--- config.mk ---
export PLATFORM = sky130hd
export DESIGN_NAME = rht_front
export DESIGN_NICKNAME = d
export VERILOG_FILES = /design/src/sv/rht_pkg.sv /design/src/sv/rht_front.sv
export SDC_FILE = /design/constraint.sdc
export NUM_CORES = 2
export LEC_CHECK = 0
export BUFFER_PORTS_ARGS = -buffer_cell sky130_fd_sc_hd__buf_4
export CAP_MARGIN = 30
export CORE_ASPECT_RATIO = 1.5
export CORE_MARGIN = 3
export CORE_UTILIZATION = 59
export DETAILED_ROUTE_END_ITERATION = 10
export PLACE_DENSITY = 0.85
export SYNTH_ARGS = -nofsm -noshare
export SYNTH_HDL_FRONTEND = slang
export SYNTH_SLANG_ARGS = --single-unit
--- constraint.sdc ---
create_clock -name clk -period 3.1 [get_ports clk]
set_input_delay 0.62 -clock clk [delete_from_list [all_inputs] [get_ports clk]]
set_output_delay 0.62 -clock clk [all_outputs]
set_load 0.02 [all_outputs]
--- src/sv/rht_pkg.sv ---
`timescale 1ns / 1ps
package rht_pkg;
	localparam int LANES      = 4;
	localparam int MAX_DIM    = 256;
	localparam int ROWS       = MAX_DIM / LANES;
	localparam int ROW_W      = $clog2(ROWS);
	localparam int PAIR_W     = ROW_W - 1;
	localparam int PASS_W     = $clog2(ROW_W);
	localparam int IN_W       = 16;
	localparam int PROD_W     = 18;
	localparam int SUM_W      = 26;
	localparam int NORM_W     = 15;
	localparam int MUL_W      = SUM_W + NORM_W;
	localparam int OUT_W      = 20;
	localparam int FACTOR_FRAC = 14;
	localparam int NORM_FRAC  = 16;
	localparam int FIFO_DEPTH = 4;
	localparam int FIFO_AW    = $clog2(FIFO_DEPTH);

	localparam logic [1:0] SIZE_64  = 2'd0;
	localparam logic [1:0] SIZE_128 = 2'd1;
	localparam logic [1:0] SIZE_256 = 2'd2;

	typedef struct packed {
		logic signed [IN_W-1:0] q_elem_0;
		logic signed [IN_W-1:0] q_elem_1;
		logic signed [IN_W-1:0] q_elem_2;
		logic signed [IN_W-1:0] q_elem_3;
		logic signed [IN_W-1:0] sign_0;
		logic signed [IN_W-1:0] sign_1;
		logic signed [IN_W-1:0] sign_2;
		logic signed [IN_W-1:0] sign_3;
	} in_item_t;

	typedef struct packed {
		logic signed [OUT_W-1:0] out_elem_0;
		logic signed [OUT_W-1:0] out_elem_1;
		logic signed [OUT_W-1:0] out_elem_2;
		logic signed [OUT_W-1:0] out_elem_3;
		logic                    last_of_vector;
	} out_item_t;

	typedef logic [LANES-1:0][PROD_W-1:0] prod_row_t;
	typedef logic [LANES-1:0][SUM_W-1:0]  sum_row_t;

	typedef struct packed {
		logic [ROW_W-1:0] row;
		logic             last;
		prod_row_t        prod;
	} q_entry_t;

	function automatic logic [ROW_W-1:0] rows_minus1(input logic [1:0] sel);
		case (sel)
			SIZE_64:  rows_minus1 = ROW_W'(64 / LANES - 1);
			SIZE_128: rows_minus1 = ROW_W'(128 / LANES - 1);
			default:  rows_minus1 = ROW_W'(ROWS - 1);
		endcase
	endfunction

	function automatic logic [PASS_W-1:0] last_pass(input logic [1:0] sel);
		case (sel)
			SIZE_64:  last_pass = PASS_W'($clog2(64 / LANES) - 1);
			SIZE_128: last_pass = PASS_W'($clog2(128 / LANES) - 1);
			default:  last_pass = PASS_W'(ROW_W - 1);
		endcase
	endfunction

	function automatic logic signed [NORM_W-1:0] norm_for(input logic [1:0] sel);
		case (sel)
			SIZE_64:  norm_for = NORM_W'(8192);
			SIZE_128: norm_for = NORM_W'(5793);
			default:  norm_for = NORM_W'(4096);
		endcase
	endfunction
endpackage

--- src/sv/rht_front.sv ---
`timescale 1ns / 1ps
module rht_front (
	input  logic               clk,
	input  logic               arst_n,
	input  logic [1:0]         size_sel,
	input  logic               clear,
	input  logic               push,
	output logic               full,
	input  rht_pkg::in_item_t  in_item,
	output logic               q_valid,
	input  logic               q_pop,
	output rht_pkg::q_entry_t  q_entry
);
	import rht_pkg::*;

	logic [ROW_W-1:0]   count_q;
	logic [FIFO_AW-1:0] wr_ptr_q;
	logic [FIFO_AW-1:0] rd_ptr_q;
	logic [FIFO_AW:0]   fill_q;
	q_entry_t           fifo_q [FIFO_DEPTH];
	q_entry_t           new_entry;
	logic               accept;
	logic               is_last;
	logic signed [IN_W-1:0] qv [LANES];
	logic signed [IN_W-1:0] sv [LANES];
	logic signed [2*IN_W-1:0] prod [LANES];
	logic signed [2*IN_W:0]   biased [LANES];

	assign qv[0] = in_item.q_elem_0;
	assign qv[1] = in_item.q_elem_1;
	assign qv[2] = in_item.q_elem_2;
	assign qv[3] = in_item.q_elem_3;
	assign sv[0] = in_item.sign_0;
	assign sv[1] = in_item.sign_1;
	assign sv[2] = in_item.sign_2;
	assign sv[3] = in_item.sign_3;

	assign full    = (fill_q == (FIFO_AW+1)'(FIFO_DEPTH));
	assign q_valid = (fill_q != '0);
	assign q_entry = fifo_q[rd_ptr_q];
	assign accept  = push && !full;
	assign is_last = (count_q == rows_minus1(size_sel));

	always_comb begin
		new_entry.row  = count_q;
		new_entry.last = is_last;
		for (int i = 0; i < LANES; i++) begin
			prod[i]   = qv[i] * sv[i];
			// round half up, then drop the fraction
			biased[i] = {prod[i][2*IN_W-1], prod[i]} + (2*IN_W+1)'(1 << (FACTOR_FRAC - 1));
			new_entry.prod[i] = PROD_W'(biased[i] >>> FACTOR_FRAC);
		end
	end

	always_ff @(posedge clk or negedge arst_n) begin
		if (!arst_n) begin
			count_q  <= '0;
			wr_ptr_q <= '0;
			rd_ptr_q <= '0;
			fill_q   <= '0;
		end else begin
			if (clear) begin
				count_q <= '0;
			end else if (accept) begin
				count_q <= is_last ? '0 : count_q + 1'b1;
			end
			if (accept) begin
				wr_ptr_q <= wr_ptr_q + 1'b1;
			end
			if (q_pop) begin
				rd_ptr_q <= rd_ptr_q + 1'b1;
			end
			fill_q <= fill_q + (FIFO_AW+1)'(accept) - (FIFO_AW+1)'(q_pop);
		end
	end

	always_ff @(posedge clk) begin
		if (accept) begin
			fifo_q[wr_ptr_q] <= new_entry;
		end
	end
endmodule

=== After elaboration in Yosys (flattened, before gate mapping) ===
Memory sizes are Yosys's and may differ from the RTL's.
Index checks and enable logic that the tools add are counted.

* Multiplexer cells: 6
* Add/subtract/negate cells: 9
* Eq/ne operators: 3
* Multiply operators: 4
* Reductions and logical operators: 5

{| class="wikitable"
|+ Operators by type and width
! operator !! count
|-
| $add 32x15->32 const B || 4
|-
| $mul 16x16->32 || 4
|-
| $mux 6 || 3
|-
| $pmux 6 s2 || 1
|-
| $add 6x1->6 const B || 1
|-
| $eq 6x6->1 || 1
|-
| $add 2x1->2 const B || 2
|-
| $add 3x1->3 || 1
|-
| $eq 3x3->1 const B || 1
|-
| $reduce_bool 3->1 || 1
|-
| $sub 3x1->3 || 1
|-
| $eq 2x1->1 const B || 1
|-
| $logic_not 2->1 || 1
|-
| $mux 1 || 2
|-
| $reduce_bool 2->1 || 1
|-
| $logic_and 1x1->1 || 1
|-
| $logic_not 1->1 || 1
|}

* Bits of input ports: 135
* Output and inout bits: 81
* Memories kept: 1
* Logic and storage cells: 32
* RAM bits: 316
* Bits in registers: 13

{| class="wikitable"
|+ Memories
! memory !! words !! bits a word !! rd ports !! clocked after memory_dff !! write ports !! RTL line !! RTL
|-
| fifo_q || 4 || 79 || 1 || 0 || 1 || rht_front.sv:20 || <nowiki>q_entry_t fifo_q [FIFO_DEPTH];</nowiki>
|}

=== Depth between registers and ports, before layout ===
* Word-level depth: 6
* Gate-level depth with buffers: 24
* Gate-level depth less buffers: 23

=== Worst setup path after synthesis ===
No wires, ideal clock.

* Kind: input to register
* Start: in in_item[95] (netlist bit)
* End: mem fifo_q[0][53] (netlist bit) (data pin)
* Buffers on the path: 1
* Setup time: 0.278 ns
* Arrival time: 6.082 ns
* Stages on the path: 20
* Setup slack: -3.260 ns
* Data required time: 2.822 ns
* Cell sequence: clkbuf_1 -> nand2_1 -> fa_1 -> inv_1 -> fa_1 -> fa_1 -> fa_1 -> fa_1 -> inv_1 -> fa_1 -> inv_1 -> ha_1 -> a21o_1 -> a21o_1 -> a21oi_1 -> o21ai_0 -> nor4_4 -> nor3_2 -> a2111oi_2 -> xnor2_1

{| class="wikitable"
|+ RTL lines
! element !! RTL line !! RTL
|-
| from (decl) || rht_front.sv:9 || <nowiki>input rht_pkg::in_item_t in_item,</nowiki>
|-
| to (decl) || rht_front.sv:20 ||
|}

==> summary.txt <==
Setup path
  – Reg2reg setup slack: roughly 0.71 ns
  – CP Class: input port to register
  – Critical Path Start Type: input port
  – Crit path buf inv count: 6
  – Critical-path top delay cell: fa_1
  – Critical path cell sequence: buf_8 > nand2_2 > fa_1 > inv_2 > fa_1 > inv_2 > fa_1 > inv_2 > fa_2 > fa_1 > inv_1 > fa_1 > inv_2 > ha_4 > a211oi_4 > nand2_4 > o22ai_2 > a211o_1 > a21oi_4 > o211ai_1 > a21oi_2 > o41ai_4 > xnor2_2
  – Worst r2r path cells: 10
  – Setup crit end kind: register
  – FF-to-FF End: fill_q[2]$_DFF_PN0_
  – Most numerous cell on the critical path: fa_1
  – Arrival time worst endpoint: about 6.4 ns
  – WP data required: between 3 and 4 ns
  – Crit path max fanout: 10
  – CP top delay family: adder cells
  – Reg2Reg Launch Point: fill_q[1]$_DFF_PN0_
  – Critical path's largest stage delay: around 0.56 ns

Drt
  – Drt first pass iters: 5
  – Top sig layer: met4
  – Antenna Nets Post-Route: 0
  – Vias after detailed routing: 34912
  – Vias per cell: ~5.5
  – WL met1: roughly 42 mm
  – Routed WL: ~130 mm
  – DR iter-0 viols: roughly 2300
  – Met2 wire length: 69.77 mm
  – Residual DRC count: 0
  – Routed wire per std cell: just over 20 um
  – Routed wl met3: 7.757 mm

Yosys
  – Count leader, synth: inv_1
  – Sequential fraction of the synthesis area: between 10% and 20%
  – Top FF cell, synth: edfxtp_1
  – Cells after synthesis: around 4500
  – Cell taking the most area after synthesis: fa_1
  – Avg Synthesized Cell Area: 10.96 um^2
  – Post-synth top area share: 42.68%
  – Post-synth cell types: 55
  – Number of synthesized flops with an enable pin: around 320
  – Share of flip-flops with an asynchronous set or reset: ~4.0%
  – Dominant cells by area after synthesis: fa_1 (43%), edfxtp_1 (19%), inv_1 (8.5%), ha_1 (8.0%), and2_1 (6.2%)
  – Yosys warnings: 0
  – Syn Std Cell Area: ~0.05 mm^2
  – Post-Syn Nets: about 6000
  – Synth top cells by count: inv_1 (1115), fa_1 (1049), nand2_1 (508), and2_1 (484), edfxtp_1 (316)
  – Number of synthesized register bits: ~330

Timing
  – Max Clock Skew: 0.03270 ns
  – Setup violations, final: roughly 290
  – Worst Max-Slew Pin Slew: ~0.83 ns
  – Tmin final: 6.087 ns
  – Unrepaired setup endpoints after global routing: true
  – Setup slack after layout: -2.987 ns
  – Fmax achieved: ~160 MHz
  – Tcrit/Tclk final: 196.4%
  – Max-slew violation count: 0
  – Rel. slew slack: 44.03%
  – Final Hold Fails: 0

Flow run
  – Max Cap Violations: 0

CTS
  – Clk sinks: roughly 330
  – CTS tree: done
  – Clk buf depth: 3
  – Worst-Skew Late Latency: between 0.5 and 0.6 ns
  – H-tree depth: 1
  – CTS Buf Count: 28
  – CTS Root Cell: clkbuf_16
  – Clock-pin slew on the worst setup and hold paths: roughly 0.07 ns

Cells and area
  – Design area: about 0.061 mm^2
  – Area of the multi-input gates: between 0.03 and 0.04 mm^2
  – Non-filler cells, final: roughly 6300
  – Layout cell share with drive strength beyond 1: ~27%
  – Nets@finish: 6700
  – Area added between synthesis and finish: 23.91%
  – Seq. cell area: just under 0.01 mm^2
  – FILL cells: approximately 5000

Floorplan
  – Chip Height: 359.7 um
  – Die X: roughly 240 um
  – Cell row count: roughly 130
  – Initial Util: roughly 60%
  – Core area: between 0.08 and 0.09 mm^2
  – Die area: between 0.08 and 0.09 mm^2
  – IO Pins: about 220

Global route
  – Largest net degree at the start of global routing: 28
  – Antenna violations before repair: 1
  – Tot GR Track Use: between 20% and 30%
  – First-pass GRT wire length: 204.1 mm
  – Vias in the first global route: around 40000
  – Global route total overflow: 0

Min path
  – Hold WC Path Type: input port to register
  – Hold Crit Endpoint: rd_ptr_q[0]$_DFFE_PN0P_
  – Worst Hold Depth: 2
  – Hold Startpoint: q_pop

Placed design
  – Input/output buffers: roughly 220
  – Post-Place Cells: between 6000 and 7000
  – Dpl cell area: ~0.057 mm^2
  – Final Wtd Congestion: about 0.95
  – Detail Placement HPWL: between 90 and 100 mm

Status
  – Violated checks: negative setup slack
  – Status: finished, violations left
## placed cells by master (no fill, tap or decap), types with 18 or more instances in the layout
master	synthesis	layout
and2_4	0	67
a21o_1	27	27
xnor2_1	91	54
buf_6	0	107
edfxtp_1	316	316
clkbuf_16	0	30
ha_1	315	268
ha_4	0	39
a21oi_2	0	26
mux4_2	79	79
nor2_4	0	18
inv_2	0	59
xnor2_2	0	32
nor2_1	94	60
and2_1	484	417
nand2_1	508	463
nand2_2	0	33
inv_1	1115	1055
buf_12	0	47
buf_8	0	18
fa_1	1049	988
nand2b_1	23	19
fa_2	0	61
buf_4	0	651
## worst register-to-register path, cell delays in order, from the launching register on
cell and delay [ns]:
dfrtp_1 0.43, nor3b_1 0.28, nor2b_1 0.12, inv_1 0.22
ha_1 0.29, inv_1 0.07, ha_1 0.14, inv_1 0.05
fa_1 0.40, xnor2_1 0.17, xnor2_1 0.14
## timing repair
item	4_1_cts	5_1_grt
buffers inserted	56	35
endpoints found under the hold margin	13	0
gates cloned	3	2
gates resized for setup	367	230
endpoints found under the setup margin	289	304
pin swaps	202	159
hold buffers	1	0
## kinds of logic after synthesis
kind of cell             count (synthesis)  share of synthesized area, %
AND/OR/NAND/NOR                       1166                         11.76
flip-flops                             329                         19.95
multiplexers                            79                         3.616
adder cells (fa/ha/maj)               1364                         50.69
XOR/XNOR                               110                         1.958
buffers and inverters                 1264                         9.642
AO/OA/AOI/OAI                          179                         2.388
## how the worst max path moves through the flow
| stage | start | end | slack [ns] | depth (start not counted) |
|---|---|---|---|---|
| detailed placement | in_item[21] | fifo_q[0][51]$_DFFE_PP_ | -3.46 | 21 |
| finish | in_item[70] | fifo_q[2][71]$_DFFE_PP_ | -2.99 | 23 |
| global route | in_item[70] | fifo_q[0][68]$_DFFE_PP_ | -3.11 | 23 |
| global placement | in_item[4] | fifo_q[2][71]$_DFFE_PP_ | -3.32 | 22 |
| floorplan | in_item[52] | fifo_q[0][16]$_DFFE_PP_ | -2.85 | 22 |
| CTS | in_item[72] | fifo_q[2][71]$_DFFE_PP_ | -2.68 | 22 |
## area by class of cell
class                      count  area share [%]
multi-input combinational   2898           60.92
antenna                        1        0.004104
clock buffer                  35           1.225
clock inverter                16          0.3632
sequential                   329           16.11
timing repair buffer         829           12.22
tap                         1113           2.284
inverter                    1115           6.869
## state kept, by name, indices dropped and copies added, names as in the netlist
name,flops
fill_q,3
fifo_q,316
wr_ptr_q,2
count_q,6
rd_ptr_q,2
## stage by stage
step           utilization [%]  worst slack, ns  TNS [ns]  hold WS, ns
4_1_cts                  72.36           -2.683   -656.77       0.1885
3_3_place_gp             68.64           -3.319   -844.38       0.4683
3_5_place_dp             68.64           -3.459   -871.99       0.4810
2_1_floorplan                -           -2.853   -723.82       0.3244
5_1_grt                  73.78           -3.112   -739.61       0.2114
6_report                 73.78           -2.987   -693.11       0.2246
## layer usage
metal / GRT usage, % / vias up
met1: 32.19 / 17816
met2: 54.89 / 1559
met3: 3.964 / 648
met4: 18.59 / 0
met5: 0 / -
li1: - / 14889
Power is left out: the tool's default activity adds up to more than one toggle a clock period on the data nets, which glitch-free logic cannot reach.
